<file path="src/rtl/eslm_pkg.sv">
// ----------------------------------------------------------------------------
// eslm_pkg
// Shared types and constants for the edge skew latency monitor.
// ----------------------------------------------------------------------------
package eslm_pkg;

    localparam int BUTTON_COUNT = 12;
    localparam int BTN_IDX_W    = $clog2(BUTTON_COUNT);
    localparam int TS_W         = 64;
    localparam int READ_W       = 20;
    localparam int WIN_W        = 24;
    localparam int STAT_W       = 32;
    localparam int SUM_W        = 64;
    localparam int DIV_CNT_W    = 7;

    localparam logic [WIN_W-1:0]  WINDOW_RESET = WIN_W'(200000);
    localparam logic [STAT_W-1:0] U32_MAX      = '1;
    localparam logic signed [STAT_W-1:0] S32_MAX = 32'sh7FFF_FFFF;
    localparam logic signed [STAT_W-1:0] S32_MIN = 32'sh8000_0000;

    // sequencer states
    typedef enum logic [2:0] {
        ST_IDLE,
        ST_READ,
        ST_BTN_RD,
        ST_BTN_EV,
        ST_DIV_LAT,
        ST_DIV_READ,
        ST_OUT
    } state_t;

    // divider request from the sequencer
    typedef struct packed {
        logic              start;
        logic              neg;
        logic [SUM_W-1:0]  dividend;
        logic [STAT_W-1:0] divisor;
    } div_req_t;

    // divider status back to the sequencer
    typedef struct packed {
        logic              busy;
        logic              done;
        logic [SUM_W-1:0]  quotient;
    } div_rsp_t;

endpackage

</file>
<file path="src/rtl/eslm_if.sv">
// ----------------------------------------------------------------------------
// eslm_if
// Valid/ready channels: sample input, result output, window configuration.
// ----------------------------------------------------------------------------
interface eslm_in_if;
    logic                              valid;
    logic                              ready;
    logic [eslm_pkg::TS_W-1:0]         timestamp_us;
    logic [eslm_pkg::READ_W-1:0]       read_duration_us;
    logic [eslm_pkg::BUTTON_COUNT-1:0] primary_buttons;
    logic [eslm_pkg::BUTTON_COUNT-1:0] secondary_buttons;
    modport source (output valid, timestamp_us, read_duration_us, primary_buttons,
                    secondary_buttons, input ready);
    modport sink (input valid, timestamp_us, read_duration_us, primary_buttons,
                  secondary_buttons, output ready);
endinterface

interface eslm_out_if;
    logic                              valid;
    logic                              ready;
    logic [eslm_pkg::STAT_W-1:0]        matched_count;
    logic [eslm_pkg::STAT_W-1:0]        unmatched_count;
    logic signed [eslm_pkg::STAT_W-1:0] latency_min_us;
    logic signed [eslm_pkg::STAT_W-1:0] latency_max_us;
    logic signed [eslm_pkg::STAT_W-1:0] latency_avg_us;
    logic [eslm_pkg::READ_W-1:0]        read_avg_us;
    logic [eslm_pkg::READ_W-1:0]        read_peak_us;
    modport source (output valid, matched_count, unmatched_count, latency_min_us,
                    latency_max_us, latency_avg_us, read_avg_us, read_peak_us,
                    input ready);
    modport sink (input valid, matched_count, unmatched_count, latency_min_us,
                  latency_max_us, latency_avg_us, read_avg_us, read_peak_us,
                  output ready);
endinterface

interface eslm_cfg_if;
    logic                       valid;
    logic                       ready;
    logic [eslm_pkg::WIN_W-1:0] data;
    modport source (output valid, data, input ready);
    modport sink (input valid, data, output ready);
endinterface

</file>
<file path="src/rtl/eslm_ram.sv">
// ----------------------------------------------------------------------------
// eslm_ram
// Generic single-port-write, single-read RAM with registered read data.
// ----------------------------------------------------------------------------
module eslm_ram #(
    parameter int WIDTH = 64,
    parameter int DEPTH = 12
) (
    input  logic                     clk,
    input  logic                     we,
    input  logic [$clog2(DEPTH)-1:0] waddr,
    input  logic [WIDTH-1:0]         wdata,
    input  logic [$clog2(DEPTH)-1:0] raddr,
    output logic [WIDTH-1:0]         rdata
);

    logic [WIDTH-1:0] mem [DEPTH];

    // write port and registered read
    always_ff @(posedge clk)
    begin
        if (we)
        begin
            mem[waddr] <= wdata;
        end
        rdata <= mem[raddr];
    end

endmodule

</file>
<file path="src/rtl/eslm_div.sv">
// ----------------------------------------------------------------------------
// eslm_div
// Restoring divider, one quotient bit per cycle, 64-bit dividend magnitude.
// ----------------------------------------------------------------------------
module eslm_div (
    input  logic               clk,
    input  logic               rst_n,
    input  eslm_pkg::div_req_t req,
    output eslm_pkg::div_rsp_t rsp
);

    localparam int SW = eslm_pkg::SUM_W;
    localparam int DW = eslm_pkg::STAT_W;

    logic [SW-1:0]                 quot_reg, quot_next;
    logic [DW:0]                   rem_reg, rem_next;
    logic [DW-1:0]                 dsr_reg, dsr_next;
    logic [eslm_pkg::DIV_CNT_W-1:0] cnt_reg, cnt_next;
    logic                          busy_reg, busy_next;
    logic                          done_reg, done_next;
    logic                          neg_reg, neg_next;
    logic [DW+1:0]                 trial;
    logic [DW:0]                   shifted;

    // loading on start, else one step of shift and subtract
    always_comb
    begin
        quot_next = quot_reg;
        rem_next  = rem_reg;
        dsr_next  = dsr_reg;
        cnt_next  = cnt_reg;
        busy_next = busy_reg;
        done_next = 1'b0;
        neg_next  = neg_reg;
        shifted   = {rem_reg[DW-1:0], quot_reg[SW-1]};
        trial     = {1'b0, shifted} - {2'b00, dsr_reg};
        if (req.start)
        begin
            quot_next = req.dividend;
            rem_next  = '0;
            dsr_next  = req.divisor;
            cnt_next  = '0;
            busy_next = 1'b1;
            neg_next  = req.neg;
        end
        else if (busy_reg)
        begin
            if (!trial[DW+1])
            begin
                rem_next = trial[DW:0];
                quot_next = {quot_reg[SW-2:0], 1'b1};
            end
            else
            begin
                rem_next = shifted;
                quot_next = {quot_reg[SW-2:0], 1'b0};
            end
            cnt_next = cnt_reg + 1'b1;
            if (cnt_reg == eslm_pkg::DIV_CNT_W'(SW - 1))
            begin
                busy_next = 1'b0;
                done_next = 1'b1;
                if (neg_reg)
                begin
                    quot_next = -{quot_reg[SW-2:0], ~trial[DW+1]};
                end
            end
        end
    end

    always_ff @(posedge clk or negedge rst_n)
    begin
        if (!rst_n)
        begin
            busy_reg <= 1'b0;
            done_reg <= 1'b0;
            cnt_reg  <= '0;
        end
        else
        begin
            busy_reg <= busy_next;
            done_reg <= done_next;
            cnt_reg  <= cnt_next;
        end
    end

    always_ff @(posedge clk)
    begin
        quot_reg <= quot_next;
        rem_reg  <= rem_next;
        dsr_reg  <= dsr_next;
        neg_reg  <= neg_next;
    end

    assign rsp.busy     = busy_reg;
    assign rsp.done     = done_reg;
    assign rsp.quotient = quot_reg;

endmodule

</file>
<file path="src/rtl/edge_skew_latency_monitor.sv">
// ----------------------------------------------------------------------------
// edge_skew_latency_monitor
// Pairs button edges of two sources and keeps skew and read statistics.
// ----------------------------------------------------------------------------
// Usage:
//   in_ch  : one sample item (timestamp, read duration, two button vectors).
//   out_ch : one statistics item per sample.
//   cfg_ch : writes the 24-bit match window; write only while idle.
// Each sample is handled by a sequencer: a read statistics step, then two
// steps per button (read pending times from the two time RAMs, then
// evaluate and write back), then up to two divisions on a shared bit-serial
// divider, each with start and done (latency average when a pairing was
// counted, read average unless the read count is saturated). The first
// sample skips the buttons. in_ch ready returns in the same cycle that the
// result becomes valid. The result sits in an output register; a new sample
// is accepted while it waits, and the block stalls before overwriting it if
// the receiver has not taken it.
// Reset clears valid bits, counters and statistics and loads the window with
// 200000; the pending time RAMs need no clearing since valid bits gate them.
// ----------------------------------------------------------------------------
module edge_skew_latency_monitor (
    input logic clk,
    input logic rst_n,
    eslm_in_if.sink    in_ch,
    eslm_out_if.source out_ch,
    eslm_cfg_if.sink   cfg_ch
);

    localparam int BC = eslm_pkg::BUTTON_COUNT;
    localparam int IW = eslm_pkg::BTN_IDX_W;
    localparam int TW = eslm_pkg::TS_W;
    localparam int SW = eslm_pkg::STAT_W;
    localparam int RW = eslm_pkg::READ_W;

    eslm_pkg::state_t state_reg, state_next;

    logic [eslm_pkg::WIN_W-1:0] window_reg;
    logic [TW-1:0] now_reg;
    logic [RW-1:0] took_reg;
    logic [BC-1:0] prim_reg, sec_reg, prev_p_reg, prev_s_reg;
    logic [BC-1:0] pv_reg, pv_next, sv_reg, sv_next;
    logic          first_reg;
    logic [IW-1:0] idx_reg, idx_next;
    logic signed [63:0] dsum_reg, dsum_next;
    logic [SW-1:0] mtot_reg, mtot_next, utot_reg, utot_next;
    logic signed [SW-1:0] dmin_reg, dmin_next, dmax_reg, dmax_next, davg_reg;
    logic [SW-1:0] rtot_reg;
    logic [63:0]   rsum_reg;
    logic [RW-1:0] ravg_reg, rmax_reg;
    logic          need_lat_reg, need_lat_next, need_rd_reg;
    logic          out_valid_reg;

    logic [TW-1:0] p_rdata, s_rdata;
    logic          p_we, s_we;
    logic          btn_ev;

    eslm_pkg::div_req_t dreq;
    eslm_pkg::div_rsp_t drsp;

    // per-button evaluation signals
    logic pc, sc;
    logic [TW-1:0] age_p, age_s;
    logic signed [SW-1:0] d0, d1;
    logic rec0, rec1;
    logic [SW-1:0] m1;
    logic signed [63:0] sum1;
    logic signed [SW-1:0] min1, max1;
    logic [SW-1:0] u1;
    logic pvb, svb;
    logic [63:0] abs_dsum;

    assign in_ch.ready  = (state_reg == eslm_pkg::ST_IDLE);
    assign cfg_ch.ready = 1'b1;

    // time RAMs are written only in the evaluate cycle
    assign btn_ev = (state_reg == eslm_pkg::ST_BTN_EV);

    // pending time memories
    eslm_ram #(.WIDTH(TW), .DEPTH(BC)) u_pram (
        .clk(clk), .we(p_we && btn_ev), .waddr(idx_reg), .wdata(now_reg),
        .raddr(idx_reg), .rdata(p_rdata)
    );
    eslm_ram #(.WIDTH(TW), .DEPTH(BC)) u_sram (
        .clk(clk), .we(s_we && btn_ev), .waddr(idx_reg), .wdata(now_reg),
        .raddr(idx_reg), .rdata(s_rdata)
    );

    eslm_div u_div (.clk(clk), .rst_n(rst_n), .req(dreq), .rsp(drsp));

    // one button: pairing, pending updates, expiry, recording
    always_comb
    begin
        pc   = prim_reg[idx_reg] ^ prev_p_reg[idx_reg];
        sc   = sec_reg[idx_reg] ^ prev_s_reg[idx_reg];
        pvb  = pv_reg[idx_reg];
        svb  = sv_reg[idx_reg];
        age_p = now_reg - p_rdata;
        age_s = now_reg - s_rdata;
        p_we = 1'b0;
        s_we = 1'b0;
        rec0 = 1'b0;
        rec1 = 1'b0;
        d0 = '0;
        d1 = '0;
        u1 = utot_reg;
        if (pc && sc)
        begin
            rec0 = 1'b1;
            pvb  = 1'b0;
            svb  = 1'b0;
        end
        else
        begin
            if (pc)
            begin
                if (svb)
                begin
                    rec0 = 1'b1;
                    d0 = (age_s >= 64'h8000_0000) ? eslm_pkg::S32_MIN
                                                 : -$signed(age_s[SW-1:0]);
                    svb = 1'b0;
                end
                else
                begin
                    p_we = 1'b1;
                    pvb  = 1'b1;
                end
            end
            if (sc)
            begin
                if (pvb)
                begin
                    rec1 = 1'b1;
                    // fresh primary edge in this sample has age zero
                    d1 = (p_we) ? '0 :
                         (age_p > 64'h7FFF_FFFF) ? eslm_pkg::S32_MAX
                                                 : $signed(age_p[SW-1:0]);
                    pvb = 1'b0;
                end
                else
                begin
                    s_we = 1'b1;
                    svb  = 1'b1;
                end
            end
            if (pvb && !p_we && age_p > {40'd0, window_reg})
            begin
                pvb = 1'b0;
                if (u1 != eslm_pkg::U32_MAX) u1 = u1 + 1'b1;
            end
            if (svb && !s_we && age_s > {40'd0, window_reg})
            begin
                svb = 1'b0;
                if (u1 != eslm_pkg::U32_MAX) u1 = u1 + 1'b1;
            end
        end
        // at most one record per button (pc with sv excludes sc with pv)
        min1 = dmin_reg;
        max1 = dmax_reg;
        m1   = mtot_reg;
        sum1 = dsum_reg;
        if (rec0 || rec1)
        begin
            if (rec1) d0 = d1;
            if (mtot_reg == '0 || d0 < dmin_reg) min1 = d0;
            if (mtot_reg == '0 || d0 > dmax_reg) max1 = d0;
            if (mtot_reg != eslm_pkg::U32_MAX)
            begin
                m1   = mtot_reg + 1'b1;
                sum1 = dsum_reg + 64'(d0);
            end
        end
    end

    assign abs_dsum = dsum_reg[63] ? -dsum_reg : dsum_reg;

    // next state
    always_comb
    begin
        state_next = state_reg;
        unique case (state_reg)
            eslm_pkg::ST_IDLE:
                if (in_ch.valid) state_next = eslm_pkg::ST_READ;
            eslm_pkg::ST_READ:
                state_next = first_reg ? eslm_pkg::ST_DIV_LAT : eslm_pkg::ST_BTN_RD;
            eslm_pkg::ST_BTN_RD:
                state_next = eslm_pkg::ST_BTN_EV;
            eslm_pkg::ST_BTN_EV:
                state_next = (idx_reg == IW'(BC - 1)) ? eslm_pkg::ST_DIV_LAT
                                                       : eslm_pkg::ST_BTN_RD;
            eslm_pkg::ST_DIV_LAT:
                if (!need_lat_reg || drsp.done) state_next = eslm_pkg::ST_DIV_READ;
            eslm_pkg::ST_DIV_READ:
                if (!need_rd_reg || drsp.done) state_next = eslm_pkg::ST_OUT;
            eslm_pkg::ST_OUT:
                if (!out_valid_reg || out_ch.ready) state_next = eslm_pkg::ST_IDLE;
            default:
                state_next = eslm_pkg::ST_IDLE;
        endcase
    end

    // outputs of the sequencer: divider requests and per-button updates
    always_comb
    begin
        dreq = '0;
        idx_next = idx_reg;
        pv_next = pv_reg;
        sv_next = sv_reg;
        mtot_next = mtot_reg;
        utot_next = utot_reg;
        dmin_next = dmin_reg;
        dmax_next = dmax_reg;
        dsum_next = dsum_reg;
        need_lat_next = need_lat_reg;
        unique case (state_reg)
            eslm_pkg::ST_IDLE:
            begin
                idx_next = '0;
                need_lat_next = 1'b0;
            end
            eslm_pkg::ST_BTN_EV:
            begin
                pv_next[idx_reg] = pvb;
                sv_next[idx_reg] = svb;
                mtot_next = m1;
                utot_next = u1;
                dmin_next = min1;
                dmax_next = max1;
                dsum_next = sum1;
                if (m1 != mtot_reg) need_lat_next = 1'b1;
                // index stays inside the button range
                idx_next = (idx_reg == IW'(BC - 1)) ? '0 : idx_reg + 1'b1;
            end
            eslm_pkg::ST_DIV_LAT:
            begin
                if (need_lat_reg && !drsp.busy && !drsp.done)
                begin
                    dreq.start = 1'b1;
                    dreq.neg = dsum_reg[63];
                    dreq.dividend = abs_dsum;
                    dreq.divisor = mtot_reg;
                end
            end
            eslm_pkg::ST_DIV_READ:
            begin
                if (need_rd_reg && !drsp.busy && !drsp.done)
                begin
                    dreq.start = 1'b1;
                    dreq.dividend = rsum_reg;
                    dreq.divisor = rtot_reg;
                end
            end
            default:
            begin
            end
        endcase
    end

    // control and statistics registers
    always_ff @(posedge clk or negedge rst_n)
    begin
        if (!rst_n)
        begin
            state_reg <= eslm_pkg::ST_IDLE;
            window_reg <= eslm_pkg::WINDOW_RESET;
            pv_reg <= '0;
            sv_reg <= '0;
            prev_p_reg <= '0;
            prev_s_reg <= '0;
            first_reg <= 1'b1;
            idx_reg <= '0;
            dsum_reg <= '0;
            mtot_reg <= '0;
            utot_reg <= '0;
            dmin_reg <= '0;
            dmax_reg <= '0;
            davg_reg <= '0;
            rtot_reg <= '0;
            rsum_reg <= '0;
            ravg_reg <= '0;
            rmax_reg <= '0;
            need_lat_reg <= 1'b0;
            need_rd_reg <= 1'b0;
            out_valid_reg <= 1'b0;
        end
        else
        begin
            state_reg <= state_next;
            idx_reg <= idx_next;
            pv_reg <= pv_next;
            sv_reg <= sv_next;
            mtot_reg <= mtot_next;
            utot_reg <= utot_next;
            dmin_reg <= dmin_next;
            dmax_reg <= dmax_next;
            dsum_reg <= dsum_next;
            need_lat_reg <= need_lat_next;
            if (cfg_ch.valid) window_reg <= cfg_ch.data;
            if (state_reg == eslm_pkg::ST_READ)
            begin
                need_rd_reg <= (rtot_reg != eslm_pkg::U32_MAX);
                if (rtot_reg != eslm_pkg::U32_MAX)
                begin
                    rtot_reg <= rtot_reg + 1'b1;
                    rsum_reg <= rsum_reg + 64'(took_reg);
                end
                if (took_reg > rmax_reg) rmax_reg <= took_reg;
            end
            if (state_reg == eslm_pkg::ST_DIV_LAT && need_lat_reg && drsp.done)
            begin
                davg_reg <= $signed(drsp.quotient[SW-1:0]);
            end
            if (state_reg == eslm_pkg::ST_DIV_READ && need_rd_reg && drsp.done)
            begin
                ravg_reg <= drsp.quotient[RW-1:0];
            end
            if (state_reg == eslm_pkg::ST_OUT && (!out_valid_reg || out_ch.ready))
            begin
                out_valid_reg <= 1'b1;
                first_reg <= 1'b0;
                prev_p_reg <= prim_reg;
                prev_s_reg <= sec_reg;
            end
            else if (out_valid_reg && out_ch.ready)
            begin
                out_valid_reg <= 1'b0;
            end
        end
    end

    // captured sample
    always_ff @(posedge clk)
    begin
        if (in_ch.valid && in_ch.ready)
        begin
            now_reg  <= in_ch.timestamp_us;
            took_reg <= in_ch.read_duration_us;
            prim_reg <= in_ch.primary_buttons;
            sec_reg  <= in_ch.secondary_buttons;
        end
    end

    // output register
    always_ff @(posedge clk)
    begin
        if (state_reg == eslm_pkg::ST_OUT && (!out_valid_reg || out_ch.ready))
        begin
            out_ch.matched_count   <= mtot_reg;
            out_ch.unmatched_count <= utot_reg;
            out_ch.latency_min_us  <= dmin_reg;
            out_ch.latency_max_us  <= dmax_reg;
            out_ch.latency_avg_us  <= davg_reg;
            out_ch.read_avg_us     <= ravg_reg;
            out_ch.read_peak_us    <= rmax_reg;
        end
    end

    assign out_ch.valid = out_valid_reg;

endmodule

</file>
<file path="src/flat_wrapper.sv">
// flat-port wrapper written by rule: the top's interface ports become plain ports
module edge_skew_latency_monitor_flat 
  (clk, rst_n, in_ch_valid, in_ch_timestamp_us, in_ch_read_duration_us, in_ch_primary_buttons, in_ch_secondary_buttons, in_ch_ready, out_ch_valid, out_ch_matched_count, out_ch_unmatched_count, out_ch_latency_min_us, out_ch_latency_max_us, out_ch_latency_avg_us, out_ch_read_avg_us, out_ch_read_peak_us, out_ch_ready, cfg_ch_valid, cfg_ch_data, cfg_ch_ready);
  eslm_in_if in_ch_i ();
  eslm_out_if out_ch_i ();
  eslm_cfg_if cfg_ch_i ();
  input logic clk;
  input logic rst_n;
  input wire logic [$bits(in_ch_i.valid)-1:0] in_ch_valid;
  input wire logic [$bits(in_ch_i.timestamp_us)-1:0] in_ch_timestamp_us;
  input wire logic [$bits(in_ch_i.read_duration_us)-1:0] in_ch_read_duration_us;
  input wire logic [$bits(in_ch_i.primary_buttons)-1:0] in_ch_primary_buttons;
  input wire logic [$bits(in_ch_i.secondary_buttons)-1:0] in_ch_secondary_buttons;
  output wire logic [$bits(in_ch_i.ready)-1:0] in_ch_ready;
  output wire logic [$bits(out_ch_i.valid)-1:0] out_ch_valid;
  output wire logic [$bits(out_ch_i.matched_count)-1:0] out_ch_matched_count;
  output wire logic [$bits(out_ch_i.unmatched_count)-1:0] out_ch_unmatched_count;
  output wire logic [$bits(out_ch_i.latency_min_us)-1:0] out_ch_latency_min_us;
  output wire logic [$bits(out_ch_i.latency_max_us)-1:0] out_ch_latency_max_us;
  output wire logic [$bits(out_ch_i.latency_avg_us)-1:0] out_ch_latency_avg_us;
  output wire logic [$bits(out_ch_i.read_avg_us)-1:0] out_ch_read_avg_us;
  output wire logic [$bits(out_ch_i.read_peak_us)-1:0] out_ch_read_peak_us;
  input wire logic [$bits(out_ch_i.ready)-1:0] out_ch_ready;
  input wire logic [$bits(cfg_ch_i.valid)-1:0] cfg_ch_valid;
  input wire logic [$bits(cfg_ch_i.data)-1:0] cfg_ch_data;
  output wire logic [$bits(cfg_ch_i.ready)-1:0] cfg_ch_ready;
  assign in_ch_i.valid = in_ch_valid;
  assign in_ch_i.timestamp_us = in_ch_timestamp_us;
  assign in_ch_i.read_duration_us = in_ch_read_duration_us;
  assign in_ch_i.primary_buttons = in_ch_primary_buttons;
  assign in_ch_i.secondary_buttons = in_ch_secondary_buttons;
  assign in_ch_ready = in_ch_i.ready;
  assign out_ch_valid = out_ch_i.valid;
  assign out_ch_matched_count = out_ch_i.matched_count;
  assign out_ch_unmatched_count = out_ch_i.unmatched_count;
  assign out_ch_latency_min_us = out_ch_i.latency_min_us;
  assign out_ch_latency_max_us = out_ch_i.latency_max_us;
  assign out_ch_latency_avg_us = out_ch_i.latency_avg_us;
  assign out_ch_read_avg_us = out_ch_i.read_avg_us;
  assign out_ch_read_peak_us = out_ch_i.read_peak_us;
  assign out_ch_i.ready = out_ch_ready;
  assign cfg_ch_i.valid = cfg_ch_valid;
  assign cfg_ch_i.data = cfg_ch_data;
  assign cfg_ch_ready = cfg_ch_i.ready;
  edge_skew_latency_monitor u_core (.clk(clk), .rst_n(rst_n), .in_ch(in_ch_i), .out_ch(out_ch_i), .cfg_ch(cfg_ch_i));
endmodule
</file>
<file path="config.mk">
export PLATFORM = sky130hd
export DESIGN_NAME = edge_skew_latency_monitor_flat
export DESIGN_NICKNAME = d
export VERILOG_FILES = /design/src/rtl/eslm_pkg.sv /design/src/rtl/eslm_if.sv /design/src/rtl/eslm_ram.sv /design/src/rtl/eslm_div.sv /design/src/rtl/edge_skew_latency_monitor.sv /design/src/flat_wrapper.sv
export SDC_FILE = /design/constraint.sdc
export NUM_CORES = 2
export LEC_CHECK = 0
export BUFFER_PORTS_ARGS = -buffer_cell sky130_fd_sc_hd__buf_4
export CAP_MARGIN = 15
export CORE_UTILIZATION = 63
export CTS_CLUSTER_SIZE = 24
export DETAILED_ROUTE_END_ITERATION = 16
export PLACE_DENSITY = 0.78
export SYNTH_ARGS = -nofsm -noshare
export SYNTH_HDL_FRONTEND = slang
export SYNTH_SLANG_ARGS = --single-unit
</file>
<file path="constraint.sdc">
create_clock -name clk -period 13.3 [get_ports clk]
set_clock_uncertainty 0.15 [all_clocks]
set_input_delay 0.665 -clock clk [delete_from_list [all_inputs] [get_ports clk]]
set_output_delay 0.665 -clock clk [all_outputs]
set_load 0.01 [all_outputs]
</file>
==> flow_summary.toml <==
[status]
status = "completed"

[critical_path]
cp.arrival_ns = 12.12
path_buf_inv = 2
path_max_fanout = 25
r2r_setup_slack_ns = 1.82
start_kind = "flop"
cp-end-kind = "flop"
max_stage_delay_ns = 0.91
cp_data_required_time_ns = 13.94
worst_path_dominant_cell_family = "compound AO/OA/AOI/OAI gates"
critPathKind = "reg -> reg"
path_common_cell = "o21ai_0"
cpMaxStageDelayCell = "o21ai_0"

[clocking]
cts_setup_buffers = 0
ctsHoldBuffers = 137
htree_levels = 4
cts.clk_slew.worst_paths_ns = 0.07
clk_latency_ns = 0.94
clockBufferDepth = 3
postCtsResizedCells = 0
cts_root_buffer = "clkbuf_16"
numCtsBuffers = 240
cts_tree = "yes"
cts_sinks = 2553

[placement]
hpwl_microns = 199000
io_buffers = 338
dpl_cell_area_sq_um = 122000
gp_congestion = 0.965

[floorplan]
dieArea_sq_um = 186000
start_util = 0.634
core_area_sq_um = 183000
die_w_microns = 432
die-height_microns = 432
ios = 340
fp-row-count = 157

[grt]
grt_pass1_vias = 75400
grt_overflow = 0
grt_start_max_net_pins = 163
grt_pass1_wl_microns = 478000
grt_usage = 0.348
antenna_found_initial = 8

[cells_and_area]
syn2layout_area_growth_pct = 13.6
drive_gt1_frac = 0.170
nets = 9457
reg_top3 = "u_core.u_pram.mem (768), u_core.u_sram.mem (768)"
fill_cells = 11500
fin_area_sq_um = 132000

[hold_path]
hold_path.class = "in -> reg"

[synth]
async_reset_ff_frac = 0.177
yosysWarnings = 0
synthFlopType = "edfxtp_1"
synth_top_cell_by_area = "edfxtp_1"
synth_nets = 8916
synth-edff-count = 1941
avgSynthCellArea_sq_um = 13.9
ys_types = 106
synth_top_area_share = 0.501
syn_area_sq_um = 116000
ys_ff_latch = 2553
yosysSeqAreaShare = 0.626
synth_area_leaders = "edfxtp_1 50%, dfrtp_1 9.6%, mux4_2 7.8%, ha_1 4.1%, dfxtp_1 2.8%"
synthCells = 8389

[sta]
hold_viol_final = 0
grt_setup_unrepaired = "false"
finalMaxSlewViolations = 0
worstMarginPinSlew_ns = 1.14
finalSetupViolCount = 0
final.setup.tns_ns = 0
relSlewSlack = 0.241
fin_crit_ns = 11.48
timing.fmax_mhz = 87.1
period_share = 0.863

[detailed_routing]
drt-initial-drc-count = 8662
routedWlPerCell_microns = 28.0
first_pass_iters = 8
vias = 76200
finalWirelength_microns = 325000
route.detailed.drc = 0
ant_nets = 0
detail_route.vias_per_cell = 6.56

[power_and_ir_drop]
power_leakage_nw = 48.4
p_per_area_nw_per_um2 = 227
ir_drop_uv = 207

[job]
maxCapViolCount = 0
final timing paths:
kind | startpoint | depth (start not counted) | endpoint
setup / recovery | u_core.now_reg[0] | 36 | u_core.dsum_reg[61]
hold / removal | cfg_ch_valid | 3 | u_core.window_reg[8]
setup reg to reg | u_core.now_reg[0] | 36 | u_core.dsum_reg[61]
hold reg to reg | u_core.rmax_reg[3] | 0 | u_core.out_ch.read_peak_us[3]
max in group asynchronous | rst_n | 4 | u_core.dmin_reg[29]
min in group asynchronous | rst_n | 2 | u_core.davg_reg[5]
cell families (layout without fill, tap and decap cells):
kind of cell               Yosys count  after routing  share of synthesized area
xor gates and xnor gates           467            467                     0.0352
muxes                              673            673                      0.103
buffers and inverters              730           1491                     0.0238
AOI/OAI and AO/OA                 1679           1679                     0.0901
adders and majority gates          390            390                     0.0423
and+or+nand+nor                   1896           1896                     0.0798
other                                1              4                  0.0000323
DFF                               2553           2553                      0.626
Yosys cell counts, types with 46 or more instances:
master / number
mux4_2: 402
nand2b_1: 71
o31ai_1: 56
xnor2_1: 281
nor2b_1: 65
dfrtp_1: 445
dfxtp_1: 160
nor4_1: 46
and2_1: 46
inv_1: 376
nand2_1: 720
and3_1: 69
o21ai_0: 640
a21o_1: 137
mux2i_1: 147
o21a_1: 47
ha_1: 385
edfxtp_1: 1941
nor2_1: 317
mux2_2: 120
a22oi_1: 55
xor2_1: 186
nand3_1: 132
a21oi_1: 326
buf_1: 62
nor3_1: 135
clkbuf_1: 272
nand4_1: 111
a22o_1: 52
power by group:
| group | total [mW] | internal [mW] | switching (mW) |
|---|---|---|---|
| logic | 11.8 | 4.51 | 7.24 |
| clock network | 7.37 | 4.27 | 3.10 |
| registers | 10.9 | 9.92 | 0.945 |
routing by layer:
layer | track usage | vias up | part of all wire
met5 | 0 | - | 0.000043
li1 | - | 33000 | -
met4 | 0.162 | 2 | 0.050
met2 | 0.568 | 4129 | 0.49
met3 | 0.0561 | 762 | 0.086
met1 | 0.462 | 38300 | 0.38
cells in the final DEF, fill, tap and decap left out, types with 147 or more instances in the layout:
master and n:
clkbuf_16 247, xor2_1 186, o21ai_0 639, mux4_2 402, xnor2_1 281, edfxtp_1 1941
nor2_1 302, inv_1 374, nand2_1 720, dfxtp_1 160, mux2i_1 147, ha_1 385
a21oi_1 326, buf_4 507, dfrtp_1 439
worst min-delay path, stage by stage:
cell and delay, ns:
buf_4 0.25, nand2_1 0.10, o21ai_0 0.08
stage by stage:
step	utilization	cells	power [mW]	worst slack (ns)	hold WS (ns)
after floorplan	-	8389	18.6	3.67	0.219
after global placement	0.666	11000	22.1	2.13	0.279
after detailed placement	0.666	11000	22.4	2.00	0.280
after CTS	0.721	11600	29.8	1.90	0.000602
after global routing	0.721	11600	31.4	1.29	0.0335
final	0.721	11600	30.0	1.82	0.0326
cell type report:
cell class | instances | area, sq um | area share
sequential | 2553 | 72800 | 0.551
antenna | 3 | 7.51 | 0.0000568
clock buffer | 326 | 6780 | 0.0513
inverter | 380 | 1430 | 0.0108
tap | 2464 | 3080 | 0.0233
timing repair buffer | 649 | 5260 | 0.0398
clock inverter | 136 | 1820 | 0.0138
multi-input combinational | 5106 | 40900 | 0.310
Power figures use the tool's default switching activity.
